## config.mk

```make
export PLATFORM = sky130hd
export DESIGN_NAME = timeseries_dod_xor_encoder
export DESIGN_NICKNAME = d
export VERILOG_FILES = /design/src/tsdx_pkg.sv /design/src/timeseries_dod_xor_encoder.sv /design/src/tsdx_front.sv /design/src/tsdx_queue.sv /design/src/tsdx_back.sv
export SDC_FILE = /design/constraint.sdc
export NUM_CORES = 2
export LEC_CHECK = 0
export ABC_AREA = 1
export CAP_MARGIN = 20
export CORE_ASPECT_RATIO = 0.7
export CORE_MARGIN = 5
export CORE_UTILIZATION = 41
export DETAILED_ROUTE_END_ITERATION = 16
export DONT_BUFFER_PORTS = 1
export SETUP_SLACK_MARGIN = 0.3
export SLEW_MARGIN = 0
export SYNTH_ARGS = -nofsm -noshare
export SYNTH_HDL_FRONTEND = slang
export SYNTH_HIERARCHICAL = 1
export SYNTH_SLANG_ARGS = --single-unit
export TNS_END_PERCENT = 100
```

## constraint.sdc

```tcl
create_clock -name clk -period 10.2 [get_ports clk]
set_input_delay 0.51 -clock clk [delete_from_list [all_inputs] [get_ports clk]]
set_output_delay 0.51 -clock clk [all_outputs]
set_load 0.02 [all_outputs]
```

## src/tsdx_pkg.sv

```systemverilog
// ----------------------------------------------------------------------------
// tsdx_pkg
// Shared types and constants of the time-series delta-of-delta / xor encoder.
// ----------------------------------------------------------------------------
package tsdx_pkg;

    // sample counter and chunk limit
    localparam int          COUNT_W     = 16;
    localparam logic [15:0] MAX_SAMPLES = 16'hFFFF;

    // delta-of-delta code widths and prefixes
    localparam int          DOD14_W     = 14;
    localparam int          DOD17_W     = 17;
    localparam int          DOD20_W     = 20;
    localparam logic [1:0]  PFX_DOD14   = 2'b10;
    localparam logic [2:0]  PFX_DOD17   = 3'b110;
    localparam logic [3:0]  PFX_DOD20   = 4'b1110;
    localparam logic [3:0]  PFX_DOD_BIG = 4'b1111;

    // xor value code prefixes and leading zero cap
    localparam logic [1:0]  PFX_VAL_REUSE = 2'b10;
    localparam logic [1:0]  PFX_VAL_NEW   = 2'b11;
    localparam logic [4:0]  LEAD_CAP      = 5'd31;

    // queue between front and back
    localparam int QUEUE_DEPTH = 4;
    localparam int QPTR_W      = $clog2(QUEUE_DEPTH);
    localparam int QCNT_W      = $clog2(QUEUE_DEPTH + 1);

    localparam logic [63:0] ALL_ONES = 64'hFFFF_FFFF_FFFF_FFFF;

    // input transaction modes
    localparam logic MODE_APPEND = 1'b0;
    localparam logic MODE_CLOSE  = 1'b1;

    // result kinds
    typedef enum logic [2:0] {
        KIND_FIRST_TIME,
        KIND_FIRST_VALUE,
        KIND_FIRST_DELTA,
        KIND_BITSTREAM,
        KIND_COUNT
    } field_kind_t;

    // result status codes
    typedef enum logic [1:0] {
        STATUS_OK,
        STATUS_FULL,
        STATUS_BACKWARDS
    } field_status_t;

    // what an accepted input turned into
    typedef enum logic [2:0] {
        JOB_CLOSE,
        JOB_FULL,
        JOB_BACKWARDS,
        JOB_FIRST,
        JOB_SECOND,
        JOB_LATER
    } job_code_t;

    // timestamp code class
    typedef enum logic [2:0] {
        TC_ZERO,
        TC_W14,
        TC_W17,
        TC_W20,
        TC_WIDE
    } tcode_t;

    // value code class
    typedef enum logic [1:0] {
        VC_ZERO,
        VC_REUSE,
        VC_NEW
    } vcode_t;

    // classified sample after the first front stage
    typedef struct packed {
        job_code_t   code;
        logic [63:0] w0;    // timestamp, delta or count
        logic [63:0] w1;    // raw value or xor
    } a_job_t;

    // fully classified sample handed to the back end
    typedef struct packed {
        job_code_t   code;
        logic [63:0] w0;    // timestamp, delta, dod or count
        logic [63:0] w1;    // raw value or xor
        tcode_t      tcode;
        vcode_t      vcode;
        logic [4:0]  lead;
        logic [5:0]  trail;
        logic [6:0]  vlen;  // significant bits of the xor field
    } job_t;

    // leading zeros of a nonzero word, binary search
    function automatic logic [5:0] lead_zero_count(input logic [63:0] v);
        logic [63:0] w;
        logic [5:0]  n;
        w = v;
        n = '0;
        for (int s = 5; s >= 0; s--)
        begin
            if ((w & ~(ALL_ONES >> (1 << s))) == '0)
            begin
                n[s] = 1'b1;
                w    = w << (1 << s);
            end
        end
        return n;
    endfunction

    // trailing zeros of a nonzero word, binary search
    function automatic logic [5:0] trail_zero_count(input logic [63:0] v);
        logic [63:0] w;
        logic [5:0]  n;
        w = v;
        n = '0;
        for (int s = 5; s >= 0; s--)
        begin
            if ((w & (ALL_ONES >> (64 - (1 << s)))) == '0)
            begin
                n[s] = 1'b1;
                w    = w >> (1 << s);
            end
        end
        return n;
    endfunction

endpackage

```

## src/timeseries_dod_xor_encoder.sv

```systemverilog
// ----------------------------------------------------------------------------
// timeseries_dod_xor_encoder
// Time-series sample encoder: delta-of-delta timestamps and xor values,
// emitted as tagged fields for a downstream serializer.
// ----------------------------------------------------------------------------
// path: an accepted sample passes the two front stages, the queue write and
//   the output register before its first field leaves
// throughput: one field per cycle out of the single output register while
//   m_tready is high, a sample giving 1 to 4 fields; input taken every cycle
//   while the four-entry queue has room
// reset: asynchronous, clears chunk state, window and all valid flags
module timeseries_dod_xor_encoder (
    input  logic         clk,
    input  logic         rst_n,
    input  logic         s_tvalid,
    output logic         s_tready,
    input  logic [127:0] s_tdata,   // sample_time[63:0], sample_bits[127:64]
    input  logic [0:0]   s_tuser,   // mode[0]
    output logic         m_tvalid,
    input  logic         m_tready,
    output logic [79:0]  m_tdata,   // field_bits[63:0], field_len[70:64], status[72:71]
    output logic [2:0]   m_tuser,   // kind[2:0]
    output logic         m_tlast
);
    import tsdx_pkg::*;

    logic push;
    job_t push_job;
    logic q_full;
    logic pop;
    job_t head;
    logic empty;

    tsdx_front u_front (
        .clk         (clk),
        .rst_n       (rst_n),
        .s_tvalid    (s_tvalid),
        .s_tready    (s_tready),
        .mode        (s_tuser[0]),
        .sample_time (s_tdata[63:0]),
        .sample_bits (s_tdata[127:64]),
        .push        (push),
        .push_job    (push_job),
        .q_full      (q_full)
    );

    tsdx_queue u_queue (
        .clk      (clk),
        .rst_n    (rst_n),
        .push     (push),
        .push_job (push_job),
        .full     (q_full),
        .pop      (pop),
        .head     (head),
        .empty    (empty)
    );

    tsdx_back u_back (
        .clk      (clk),
        .rst_n    (rst_n),
        .head     (head),
        .empty    (empty),
        .pop      (pop),
        .m_tvalid (m_tvalid),
        .m_tready (m_tready),
        .m_tdata  (m_tdata),
        .m_tuser  (m_tuser),
        .m_tlast  (m_tlast)
    );

endmodule

```

## src/tsdx_front.sv

```systemverilog
// ----------------------------------------------------------------------------
// tsdx_front
// Two-stage front end: takes samples, tracks chunk state, computes deltas,
// delta-of-delta, xor and the zero window, and hands finished jobs to a queue.
// ----------------------------------------------------------------------------
module tsdx_front (
    input  logic                clk,
    input  logic                rst_n,
    input  logic                s_tvalid,
    output logic                s_tready,
    input  logic                mode,
    input  logic [63:0]         sample_time,
    input  logic [63:0]         sample_bits,
    output logic                push,
    output tsdx_pkg::job_t      push_job,
    input  logic                q_full
);
    import tsdx_pkg::*;

    // stage a state
    logic               a_valid_reg, a_valid_next;
    a_job_t             a_job_reg, a_job_next;
    logic [63:0]        prior_time_reg, prior_time_next;
    logic [63:0]        prior_value_reg, prior_value_next;
    logic [COUNT_W-1:0] count_reg, count_next;

    // stage b state
    logic               b_valid_reg, b_valid_next;
    job_t               b_job_reg, b_job_next;
    logic [63:0]        prior_delta_reg, prior_delta_next;
    logic [4:0]         win_lead_reg, win_lead_next;
    logic [5:0]         win_trail_reg, win_trail_next;
    logic               win_valid_reg, win_valid_next;

    logic               accept;
    logic               a_move;
    logic               b_free;

    logic [63:0]        dod;
    logic [63:0]        dod_m1;
    logic [63:0]        x;
    logic [5:0]         lz_raw;
    logic [4:0]         lz;
    logic [5:0]         tz;
    logic               reuse;
    logic               fits14, fits17, fits20;

    // handshake between stages
    always_comb
    begin
        push     = b_valid_reg && !q_full;
        b_free   = !b_valid_reg || !q_full;
        a_move   = a_valid_reg && b_free;
        s_tready = !a_valid_reg || b_free;
        accept   = s_tvalid && s_tready;
        push_job = b_job_reg;
    end

    // stage a: classify the sample and update chunk state
    always_comb
    begin
        a_job_next       = a_job_reg;
        prior_time_next  = prior_time_reg;
        prior_value_next = prior_value_reg;
        count_next       = count_reg;
        a_valid_next     = accept ? 1'b1 : (a_move ? 1'b0 : a_valid_reg);
        if (accept)
        begin
            a_job_next.w0 = '0;
            a_job_next.w1 = '0;
            if (mode == MODE_CLOSE)
            begin
                a_job_next.code  = JOB_CLOSE;
                a_job_next.w0    = 64'(count_reg);
                prior_time_next  = '0;
                prior_value_next = '0;
                count_next       = '0;
            end
            else if (count_reg == MAX_SAMPLES)
            begin
                a_job_next.code = JOB_FULL;
            end
            else if (count_reg == '0)
            begin
                a_job_next.code  = JOB_FIRST;
                a_job_next.w0    = sample_time;
                a_job_next.w1    = sample_bits;
                prior_time_next  = sample_time;
                prior_value_next = sample_bits;
                count_next       = count_reg + 1'b1;
            end
            else if (count_reg == COUNT_W'(1)
                     && $signed(sample_time) < $signed(prior_time_reg))
            begin
                a_job_next.code = JOB_BACKWARDS;
            end
            else
            begin
                a_job_next.code  = (count_reg == COUNT_W'(1)) ? JOB_SECOND : JOB_LATER;
                a_job_next.w0    = sample_time - prior_time_reg;
                a_job_next.w1    = sample_bits ^ prior_value_reg;
                prior_time_next  = sample_time;
                prior_value_next = sample_bits;
                count_next       = count_reg + 1'b1;
            end
        end
    end

    // stage b: delta-of-delta class and range checks
    always_comb
    begin
        dod    = a_job_reg.w0 - prior_delta_reg;
        dod_m1 = a_job_reg.w0 + ~prior_delta_reg;
        fits14 = (dod_m1[63:DOD14_W-1] == '0) || (dod_m1[63:DOD14_W-1] == '1);
        fits17 = (dod_m1[63:DOD17_W-1] == '0) || (dod_m1[63:DOD17_W-1] == '1);
        fits20 = (dod_m1[63:DOD20_W-1] == '0) || (dod_m1[63:DOD20_W-1] == '1);
    end

    // stage b: xor window
    always_comb
    begin
        x      = a_job_reg.w1;
        lz_raw = lead_zero_count(x);
        lz     = (lz_raw > 6'(LEAD_CAP)) ? LEAD_CAP : lz_raw[4:0];
        tz     = trail_zero_count(x);
        reuse  = win_valid_reg && (lz >= win_lead_reg) && (tz >= win_trail_reg);
    end

    // stage b: build the job and update delta and window state
    always_comb
    begin
        b_job_next       = b_job_reg;
        prior_delta_next = prior_delta_reg;
        win_lead_next    = win_lead_reg;
        win_trail_next   = win_trail_reg;
        win_valid_next   = win_valid_reg;
        b_valid_next     = a_move ? 1'b1 : (push ? 1'b0 : b_valid_reg);
        if (a_move)
        begin
            b_job_next.code  = a_job_reg.code;
            b_job_next.w0    = a_job_reg.w0;
            b_job_next.w1    = a_job_reg.w1;
            b_job_next.tcode = TC_ZERO;
            b_job_next.vcode = VC_ZERO;
            b_job_next.lead  = '0;
            b_job_next.trail = '0;
            b_job_next.vlen  = '0;
            case (a_job_reg.code)
                JOB_CLOSE:
                begin
                    prior_delta_next = '0;
                    win_lead_next    = '0;
                    win_trail_next   = '0;
                    win_valid_next   = 1'b0;
                end
                JOB_SECOND, JOB_LATER:
                begin
                    prior_delta_next = a_job_reg.w0;
                    if (a_job_reg.code == JOB_LATER)
                    begin
                        b_job_next.w0 = dod;
                        if (dod == '0)
                            b_job_next.tcode = TC_ZERO;
                        else if (fits14)
                            b_job_next.tcode = TC_W14;
                        else if (fits17)
                            b_job_next.tcode = TC_W17;
                        else if (fits20)
                            b_job_next.tcode = TC_W20;
                        else
                            b_job_next.tcode = TC_WIDE;
                    end
                    if (x == '0)
                    begin
                        b_job_next.vcode = VC_ZERO;
                    end
                    else if (reuse)
                    begin
                        b_job_next.vcode = VC_REUSE;
                        b_job_next.lead  = win_lead_reg;
                        b_job_next.trail = win_trail_reg;
                        b_job_next.vlen  = 7'd64 - {2'b00, win_lead_reg}
                                           - {1'b0, win_trail_reg};
                    end
                    else
                    begin
                        b_job_next.vcode = VC_NEW;
                        b_job_next.lead  = lz;
                        b_job_next.trail = tz;
                        b_job_next.vlen  = 7'd64 - {2'b00, lz} - {1'b0, tz};
                        win_lead_next    = lz;
                        win_trail_next   = tz;
                        win_valid_next   = 1'b1;
                    end
                end
                default:
                begin
                    b_job_next.code = a_job_reg.code;
                end
            endcase
        end
    end

    // control and chunk state registers
    always_ff @(posedge clk or negedge rst_n)
    begin
        if (!rst_n)
        begin
            a_valid_reg     <= 1'b0;
            b_valid_reg     <= 1'b0;
            prior_time_reg  <= '0;
            prior_value_reg <= '0;
            count_reg       <= '0;
            prior_delta_reg <= '0;
            win_lead_reg    <= '0;
            win_trail_reg   <= '0;
            win_valid_reg   <= 1'b0;
        end
        else
        begin
            a_valid_reg     <= a_valid_next;
            b_valid_reg     <= b_valid_next;
            prior_time_reg  <= prior_time_next;
            prior_value_reg <= prior_value_next;
            count_reg       <= count_next;
            prior_delta_reg <= prior_delta_next;
            win_lead_reg    <= win_lead_next;
            win_trail_reg   <= win_trail_next;
            win_valid_reg   <= win_valid_next;
        end
    end

    // stage payload registers
    always_ff @(posedge clk)
    begin
        a_job_reg <= a_job_next;
        b_job_reg <= b_job_next;
    end

`ifndef ASSERT_OFF
    // a close passing stage b clears the window
    a_close_clears_window: assert property (@(posedge clk) disable iff (!rst_n)
        (a_move && a_job_reg.code == JOB_CLOSE) |=> !win_valid_reg)
        else $error("window still valid after close");

    // a finished job waits in stage b while the queue is full
    a_job_held_on_full: assert property (@(posedge clk) disable iff (!rst_n)
        (b_valid_reg && q_full) |=> (b_valid_reg && $stable(b_job_reg)))
        else $error("stage b job lost while queue full");
`endif

endmodule

```

## src/tsdx_queue.sv

```systemverilog
// ----------------------------------------------------------------------------
// tsdx_queue
// Small job queue that decouples the front end from the field emitter.
// ----------------------------------------------------------------------------
module tsdx_queue (
    input  logic            clk,
    input  logic            rst_n,
    input  logic            push,
    input  tsdx_pkg::job_t  push_job,
    output logic            full,
    input  logic            pop,
    output tsdx_pkg::job_t  head,
    output logic            empty
);
    import tsdx_pkg::*;

    job_t              entry_reg [QUEUE_DEPTH];
    logic [QPTR_W-1:0] wr_ptr_reg, wr_ptr_next;
    logic [QPTR_W-1:0] rd_ptr_reg, rd_ptr_next;
    logic [QCNT_W-1:0] count_reg, count_next;

    // status and head
    always_comb
    begin
        full  = (count_reg == QCNT_W'(QUEUE_DEPTH));
        empty = (count_reg == '0);
        head  = entry_reg[rd_ptr_reg];
    end

    // pointer and fill count update
    always_comb
    begin
        wr_ptr_next = wr_ptr_reg;
        rd_ptr_next = rd_ptr_reg;
        count_next  = count_reg;
        if (push)
            wr_ptr_next = (wr_ptr_reg == QPTR_W'(QUEUE_DEPTH - 1)) ? '0 : wr_ptr_reg + 1'b1;
        if (pop)
            rd_ptr_next = (rd_ptr_reg == QPTR_W'(QUEUE_DEPTH - 1)) ? '0 : rd_ptr_reg + 1'b1;
        if (push && !pop)
            count_next = count_reg + 1'b1;
        else if (pop && !push)
            count_next = count_reg - 1'b1;
    end

    always_ff @(posedge clk or negedge rst_n)
    begin
        if (!rst_n)
        begin
            wr_ptr_reg <= '0;
            rd_ptr_reg <= '0;
            count_reg  <= '0;
        end
        else
        begin
            wr_ptr_reg <= wr_ptr_next;
            rd_ptr_reg <= rd_ptr_next;
            count_reg  <= count_next;
        end
    end

    // entry storage
    always_ff @(posedge clk)
    begin
        if (push)
            entry_reg[wr_ptr_reg] <= push_job;
    end

`ifndef ASSERT_OFF
    // no write into a full queue
    q_no_overflow: assert property (@(posedge clk) disable iff (!rst_n)
        !(push && full))
        else $error("push into full queue");

    // no read from an empty queue
    q_no_underflow: assert property (@(posedge clk) disable iff (!rst_n)
        !(pop && empty))
        else $error("pop from empty queue");
`endif

endmodule

```

## src/tsdx_back.sv

```systemverilog
// ----------------------------------------------------------------------------
// tsdx_back
// Field emitter: walks the queued job and sends one tagged field per cycle
// through a registered output stage while the receiver is ready.
// ----------------------------------------------------------------------------
module tsdx_back (
    input  logic            clk,
    input  logic            rst_n,
    input  tsdx_pkg::job_t  head,
    input  logic            empty,
    output logic            pop,
    output logic            m_tvalid,
    input  logic            m_tready,
    output logic [79:0]     m_tdata,   // field_bits[63:0], field_len[70:64], status[72:71]
    output logic [2:0]      m_tuser,   // kind[2:0]
    output logic            m_tlast
);
    import tsdx_pkg::*;

    logic        out_valid_reg, out_valid_next;
    logic [2:0]  kind_reg, kind_next;
    logic [63:0] bits_reg, bits_next;
    logic [6:0]  len_reg, len_next;
    logic [1:0]  status_reg, status_next;
    logic        last_reg, last_next;
    logic [1:0]  idx_reg, idx_next;

    logic        load;
    logic [2:0]  n_time;
    logic [2:0]  n_value;
    logic [2:0]  n_fields;
    logic        last_field;
    logic [1:0]  vidx;
    logic [2:0]  f_kind;
    logic [63:0] f_bits;
    logic [6:0]  f_len;
    logic [1:0]  f_status;

    // field count of the head job
    always_comb
    begin
        n_time  = (head.code == JOB_LATER && head.tcode == TC_WIDE) ? 3'd2 : 3'd1;
        n_value = (head.vcode == VC_ZERO) ? 3'd1 : 3'd2;
        case (head.code)
            JOB_FIRST:               n_fields = 3'd2;
            JOB_SECOND, JOB_LATER:   n_fields = n_time + n_value;
            default:                 n_fields = 3'd1;
        endcase
        last_field = ({1'b0, idx_reg} == n_fields - 3'd1);
        vidx       = idx_reg - n_time[1:0];
    end

    // select the field at the current step
    always_comb
    begin
        f_kind   = KIND_BITSTREAM;
        f_bits   = '0;
        f_len    = '0;
        f_status = STATUS_OK;
        case (head.code)
            JOB_CLOSE:
            begin
                f_kind = KIND_COUNT;
                f_bits = head.w0;
                f_len  = 7'(COUNT_W);
            end
            JOB_FULL:
            begin
                f_status = STATUS_FULL;
            end
            JOB_BACKWARDS:
            begin
                f_kind   = KIND_FIRST_DELTA;
                f_status = STATUS_BACKWARDS;
            end
            JOB_FIRST:
            begin
                f_kind = (idx_reg == 2'd0) ? KIND_FIRST_TIME : KIND_FIRST_VALUE;
                f_bits = (idx_reg == 2'd0) ? head.w0 : head.w1;
                f_len  = 7'd64;
            end
            JOB_SECOND, JOB_LATER:
            begin
                if ({1'b0, idx_reg} < n_time)
                begin
                    // timestamp part
                    if (head.code == JOB_SECOND)
                    begin
                        f_kind = KIND_FIRST_DELTA;
                        f_bits = head.w0;
                        f_len  = 7'd64;
                    end
                    else if (idx_reg == 2'd1)
                    begin
                        f_bits = head.w0;
                        f_len  = 7'd64;
                    end
                    else
                    begin
                        case (head.tcode)
                            TC_ZERO:
                            begin
                                f_bits = '0;
                                f_len  = 7'd1;
                            end
                            TC_W14:
                            begin
                                f_bits = (64'(PFX_DOD14) << DOD14_W)
                                         | 64'(head.w0[DOD14_W-1:0]);
                                f_len  = 7'(DOD14_W + 2);
                            end
                            TC_W17:
                            begin
                                f_bits = (64'(PFX_DOD17) << DOD17_W)
                                         | 64'(head.w0[DOD17_W-1:0]);
                                f_len  = 7'(DOD17_W + 3);
                            end
                            TC_W20:
                            begin
                                f_bits = (64'(PFX_DOD20) << DOD20_W)
                                         | 64'(head.w0[DOD20_W-1:0]);
                                f_len  = 7'(DOD20_W + 4);
                            end
                            default:
                            begin
                                f_bits = 64'(PFX_DOD_BIG);
                                f_len  = 7'd4;
                            end
                        endcase
                    end
                end
                else if (vidx == 2'd0)
                begin
                    // value header
                    case (head.vcode)
                        VC_REUSE:
                        begin
                            f_bits = 64'(PFX_VAL_REUSE);
                            f_len  = 7'd2;
                        end
                        VC_NEW:
                        begin
                            f_bits = 64'({PFX_VAL_NEW, head.lead, head.vlen[5:0]});
                            f_len  = 7'd13;
                        end
                        default:
                        begin
                            f_bits = '0;
                            f_len  = 7'd1;
                        end
                    endcase
                end
                else
                begin
                    // meaningful xor bits
                    f_bits = head.w1 >> head.trail;
                    f_len  = head.vlen;
                end
            end
            default:
            begin
                f_kind = KIND_BITSTREAM;
            end
        endcase
    end

    // output stage and step counter
    always_comb
    begin
        load           = !empty && (!out_valid_reg || m_tready);
        pop            = load && last_field;
        out_valid_next = load ? 1'b1 : (m_tready ? 1'b0 : out_valid_reg);
        idx_next       = idx_reg;
        kind_next      = kind_reg;
        bits_next      = bits_reg;
        len_next       = len_reg;
        status_next    = status_reg;
        last_next      = last_reg;
        if (load)
        begin
            idx_next    = last_field ? 2'd0 : idx_reg + 1'b1;
            kind_next   = f_kind;
            bits_next   = f_bits;
            len_next    = f_len;
            status_next = f_status;
            last_next   = last_field;
        end
    end

    always_ff @(posedge clk or negedge rst_n)
    begin
        if (!rst_n)
        begin
            out_valid_reg <= 1'b0;
            idx_reg       <= '0;
        end
        else
        begin
            out_valid_reg <= out_valid_next;
            idx_reg       <= idx_next;
        end
    end

    always_ff @(posedge clk)
    begin
        kind_reg   <= kind_next;
        bits_reg   <= bits_next;
        len_reg    <= len_next;
        status_reg <= status_next;
        last_reg   <= last_next;
    end

    // port mapping
    always_comb
    begin
        m_tvalid = out_valid_reg;
        m_tdata  = {7'd0, status_reg, len_reg, bits_reg};
        m_tuser  = kind_reg;
        m_tlast  = last_reg;
    end

`ifndef ASSERT_OFF
    // the step counter never runs past the fields of the head job
    b_step_in_range: assert property (@(posedge clk) disable iff (!rst_n)
        !empty |-> ({1'b0, idx_reg} < n_fields))
        else $error("field step beyond job");
`endif

endmodule

```

== Yosys cells after proc, flatten, opt, wreduce, memory -nomap -nowiden ==
Memory sizes are Yosys's and may differ from the RTL's.
Index checks and enable logic that the tools add are counted.
Word-level totals
  register bits after elaboration: 594
  RAM bits: 616
  logic and storage cells: 248
  memories kept: 1
Operators by class
  add/subtract/negate cells: 16
  $lt $le $gt $ge: 5
  eq/ne operators: 27
  shift-type cells: 1
  mux-type cells: 94
  bitwise gates (word level): 4
  reduce and logical (&&, ||, !) cells: 65
Memories
  u_queue.entry_reg: words 4, bits a word 154, rd ports 1, clocked after Yosys merged registers in 0, wr ports 1, RTL line tsdx_queue.sv:17  | job_t entry_reg [QUEUE_DEPTH];
Operators with widths (number)
  two-way mux 64 bit: 20
  logical NOT 64 bit: 14
  one-hot mux 64 bit (3 select lines): 1
  two-way mux 130 bit: 1
  two-way mux 128 bit: 1
  one-hot mux 64 bit (2 select lines): 1
  subtractor 64 bit: 2
  one-hot mux 24 bit (4 select lines): 1
  two-way mux 16 bit: 5
  two-way mux 80 bit: 1
  adder 64 bit: 1
  less-than comparator 64 bit: 1
  inverter 64 bit: 1
  right shift 64 x 6 -> 64 bit: 1
  XOR 64 bit: 1
  equality test 51 bit (second input constant): 1
  logical NOT 51 bit: 1
  equality test 48 bit (second input constant): 1
  logical NOT 48 bit: 1
  equality test 45 bit (second input constant): 1
  logical NOT 45 bit: 1
  two-way mux 7 bit: 5
  two-way mux 31 bit: 1
  two-way mux 1 bit: 28
  53 further kinds: 120

== Logic depth before layout (Yosys ltp) ==
  depth in word-level cells: 20
  gate-level depth with buffers: 40
  gate-level depth less buffers: 38

== Cells and area by module ==
The synthesis kept the hierarchy.
Modules (own cells, without submodules)
  tsdx_front: instances 1, cells an instance 4308, area an instance 33489.6 sq um, sequential area each 14113.5 sq um
  tsdx_queue: instances 1, cells an instance 1849, area an instance 25807.3 sq um, sequential area each 18672.9 sq um
  tsdx_back: instances 1, cells an instance 1511, area an instance 9024.9 sq um, sequential area each 2387.3 sq um

== Least setup slack after synthesis ==
Ideal clock, no wire load.
  kind: reg2reg
  start point: reg u_queue.count_reg[0]
  end point: reg u_front.b_job_reg (netlist bit u_front/push_job[0]), enable pin
  setup time: 0.578 ns
  arrival time: 5.378 ns
  setup slack: 4.244 ns
  cell stages (with the launch flop): 7
  buffers on the path: 2
  cells stage by stage: dfrtp_1 -> nor3_1 -> nand2_1 -> inv_1 -> nor2_1 -> clkbuf_1 -> clkbuf_1
On the way
  cells in the longest elaborated chain, start to end: 4
Ends and longest elaborated chain
  start, declared: RTL line tsdx_queue.sv:20  | logic [QCNT_W-1:0] count_reg, count_next;
  start signal, assigned: RTL line tsdx_queue.sv:58  | count_reg <= count_next;
  equality test 3 bit: RTL line tsdx_queue.sv:25  | full = (count_reg == QCNT_W'(QUEUE_DEPTH));
  named net q_full: RTL line timeseries_dod_xor_encoder.sv:29  | logic q_full;
  logical NOT 1 bit: RTL line tsdx_front.sv:52  | b_free = !b_valid_reg || !q_full;
  logical OR 1 bit: RTL line tsdx_front.sv:52
  logical AND 1 bit: RTL line tsdx_front.sv:53  | a_move = a_valid_reg && b_free;
  named net u_front.a_move: RTL line tsdx_front.sv:36  | logic a_move;
  end signal, assigned: RTL line tsdx_front.sv:237  | b_job_reg <= b_job_next;
  end, declared: RTL line tsdx_front.sv:29  | job_t b_job_reg, b_job_next;
The timed path passes the listed nets, and every way through them passes these cells.
A chain may end at the register's enable or synchronous reset.

== Final worst setup path ==
  start point: reg u_front.a_job_reg (netlist bit u_front/x[13])
  end point: reg u_front.win_lead_reg[0]
On the way
  cells in the longest elaborated chain, start to end: 17
Ends and longest elaborated chain
  start, declared: RTL line tsdx_front.sv:22  | a_job_t a_job_reg, a_job_next;
  start signal, assigned: RTL line tsdx_front.sv:236  | a_job_reg <= a_job_next;
  parallel branches: the longest is 17 deep, another holds logical NOT 64 bit
  end signal, assigned: RTL line tsdx_front.sv:227  | win_lead_reg <= win_lead_next;
  end, declared: RTL line tsdx_front.sv:31  | logic [4:0] win_lead_reg, win_lead_next;
Parallel ways; which one is timed is not known. The select of a mux whose other input is x is not followed.

==> flow_summary_export.csv <==
group,metric,value,unit
outcome,status,"finished, final reports clean",
worst_setup_path,cpMostUsedCell,"nand2_1",
clock_tree,cts_max_level,3,
detailed_routing,viasPerCell,5.57,
sta,finClkSkew,0.0505,ns
clock_tree,clockBufferDepth,3,
sta,fin_crit_sh,0.615,
detailed_routing,drt_iter0_markers,7425,
finish,post-route-util,0.453,
worst_setup_path,cp-end-kind,"flip-flop",
min_path,hold_path.class,"in2reg",
worst_setup_path,r2r-start,"u_front/x[13]$_SDFFCE_PP0P_",
worst_setup_path,critPathLaunchType,"flip-flop",
finish,drive_above_1_share,0.0738,
synthesis,yosys.cell_types.count,71,
placed_design,gp_congestion,1.02,
floorplanning,ios,219,
worst_setup_path,worstSetupStartpoint,"u_front/x[13]$_SDFFCE_PP0P_",
worst_setup_path,r2r-end,"u_front/win_lead_reg[0]$_DFFE_PN0P_",
global_routing,grt.total_usage,0.272,
job,maxCapViolCount,0,
sta,drv_slew,0,
floorplanning,initial_core_util,0.412,
clock_tree,cts_root_buffer,"clkbuf_16",
clock_tree,ctsResizeCount,0,
finish,final_area,75100,um^2
global_routing,grt_pass1_vias,50600,
sta,setup_viol,0,
worst_setup_path,cp.required,10.85,ns
sta,hold_viol_final,0,
pwr,p_per_area,375,nW/um^2
synthesis,netlist_area,68300,um^2
finish,nets,7983,
finish,layout_commonest_cell,"nand2_1",
sta,slew_headroom,0.167,
synthesis,synth-seq-area-share,0.515,
floorplanning,die-area,175000,um^2
synthesis,syn_inst,7668,
synthesis,ys_ff_latch,1210,
detailed_routing,post_drt_wl_per_cell,24.6,um
clock_tree,clk_latency,0.78,ns
detailed_routing,routed_wl,245000,um
placed_design,place_hpwl,184000,um
synthesis,syn_area_per_cell,8.91,um^2
pwr,peakVddDrop,0.174,mV
global_routing,grt_pass1_wl,354000,um
global_routing,gr-total-overflow,0,
detailed_routing,vias,55600,
detailed_routing,dr.pass1.iters,7,
worst_setup_path,reg2reg_slack,3.93,ns
synthesis,synth_warnings,6,
finish,final_cell_mix,"nand2_1, inv_1, edfxtp_1, nand3_1, nor2_1",
global_routing,antenna_found_initial,28,
finish,largest_register_ffs,616,
worst_setup_path,reg2regPathDepth,33,
floorplanning,die_w,498,um
sta,worst_slew_pin_slew,1.24,ns
global_routing,grt_start_max_net_pins,233,
detailed_routing,drc,0,
synthesis,ys_async_sr_fraction,0.192,
clock_tree,cts_tree,"built",
sta,rsz0062_at_grt,"false",
min_path,whs_endpoint,"u_front/x[30]$_SDFFCE_PP0P_",
min_path,holdPathStages,2,
clock_tree,cts.clk_slew.worst_paths,0.06,ns
synthesis,synth-main-ff-cell,"edfxtp_1",
sta,finalSetupTns,0,ns
worst_setup_path,worst-path-max-fanout,23,
worst_setup_path,crit_type,"reg2reg",
worst_setup_path,arrival,6.92,ns
clock_tree,cts_setup_buffers,0,
floorplanning,rows,125,
pwr,leakagePower,0.0311,uW
synthesis,synth_edf_count,978,
finish,n_fill_cell,16100,
min_path,min_from,"s_tdata[94]",
sta,clock.fmax,0.159,GHz
sta,fin_crit,6.27,ns
placed_design,port_buffers,0,
floorplanning,die_h,352,um
finish,area_growth,9.99,%
clock_tree,numCtsBuffers,118,
placed_design,placed_cell_area,70000,um^2
clock_tree,cts_sinks,1210,
detailed_routing,antenna_left,0,
worst_setup_path,cp_slowest_cell,"a21oi_1",
worst_setup_path,cpPeakStageDelay,0.67,ns
floorplanning,core_area,166000,um^2
==> cells in the mapped netlist (all sizes together) (117+ instances only) <==
cell type / n / share of area
edfxtp: 978 / 0.43
inv: 1084 / 0.060
nand2: 1853 / 0.10
buf: 194 / 0.018
clkbuf: 126 / 0.0070
o22ai: 117 / 0.011
nor2: 605 / 0.036
dfrtp: 232 / 0.085
xor2: 173 / 0.022
o21ai: 434 / 0.032
a21oi: 268 / 0.020
nand3: 740 / 0.054
ha: 178 / 0.033
o211ai: 340 / 0.052
==> worst max-delay path, delay by kind of cell (launching register included) <==
family	cells	cell delay (ns)
AO/OA/AOI/OAI	7	1.54
adder cells (fa/ha/maj)	1	0.23
flip-flops	1	0.42
AND/OR/NAND/NOR	22	3.15
buffers and inverters	3	0.76
==> power by group <==
part	leakage, uW	switching [uW]	internal (uW)
sequential	0.0124	1180	7310
clock	0.00182	1980	2360
combinational	0.0170	11400	3890
total	0.0311	14600	13600
==> stage by stage <==
stage          hold slack, ns  total power [uW]  setup WS, ns  cells
2_1_floorplan           0.214             17900          4.24   7674
3_3_place_gp            0.223             23200          4.03   9633
3_5_place_dp            0.229             23200          4.04   9633
4_1_cts               0.00180             27700          4.00   9984
5_1_grt               0.00546             29700          3.27   9989
6_report               0.0624             28200          3.93   9991
==> kinds of logic after synthesis <==
group                      Yosys count  synth area share
adders and majority gates          183            0.0341
other                                1         0.0000549
DFF                               1210             0.515
xor gates and xnor gates           222            0.0285
and+or+nand+nor                   3325             0.206
buffers and inverters             1410            0.0849
AOI/OAI and AO/OA                 1317             0.132
==> timing repair <==
action	4_1_cts	5_1_grt
hold buffers	132	0
hold endpoints to repair	394	0
endpoints found under the setup margin	0	0
==> metal layers <==
metal  GRT usage  share of wire
met5           0       0.000053
met4      0.0469          0.017
met3      0.0829           0.13
met2       0.346           0.37
met1       0.446           0.49
==> how the worst max path moves through the flow <==
stage | endpoint | slack (ns) | cells after the start
after CTS | u_front/win_valid_reg$_DFFE_PN0P_ | 4.00 | 33
after floorplan | u_front/push_job[0]$_SDFFCE_PP0P_ | 4.24 | 6
after global routing | u_front/win_lead_reg[0]$_DFFE_PN0P_ | 3.27 | 33
after detailed placement | u_front/win_trail_reg[1]$_DFFE_PN0P_ | 4.04 | 33
final | u_front/win_lead_reg[0]$_DFFE_PN0P_ | 3.93 | 33
after global placement | u_front/win_trail_reg[0]$_DFFE_PN0P_ | 4.03 | 33
==> final cells by class <==
class	count	area (um^2)	share of cell area
antenna	3	7.51	0.0000999
clock buffer	142	3110	0.0413
clock inverter	77	663	0.00882
inverter	1090	4140	0.0550
multi-input combinational	5054	27400	0.365
sequential	1210	35200	0.468
tap	2222	2780	0.0370
timing repair buffer	193	1830	0.0243
Note: power is estimated with default switching activity, not from simulation.
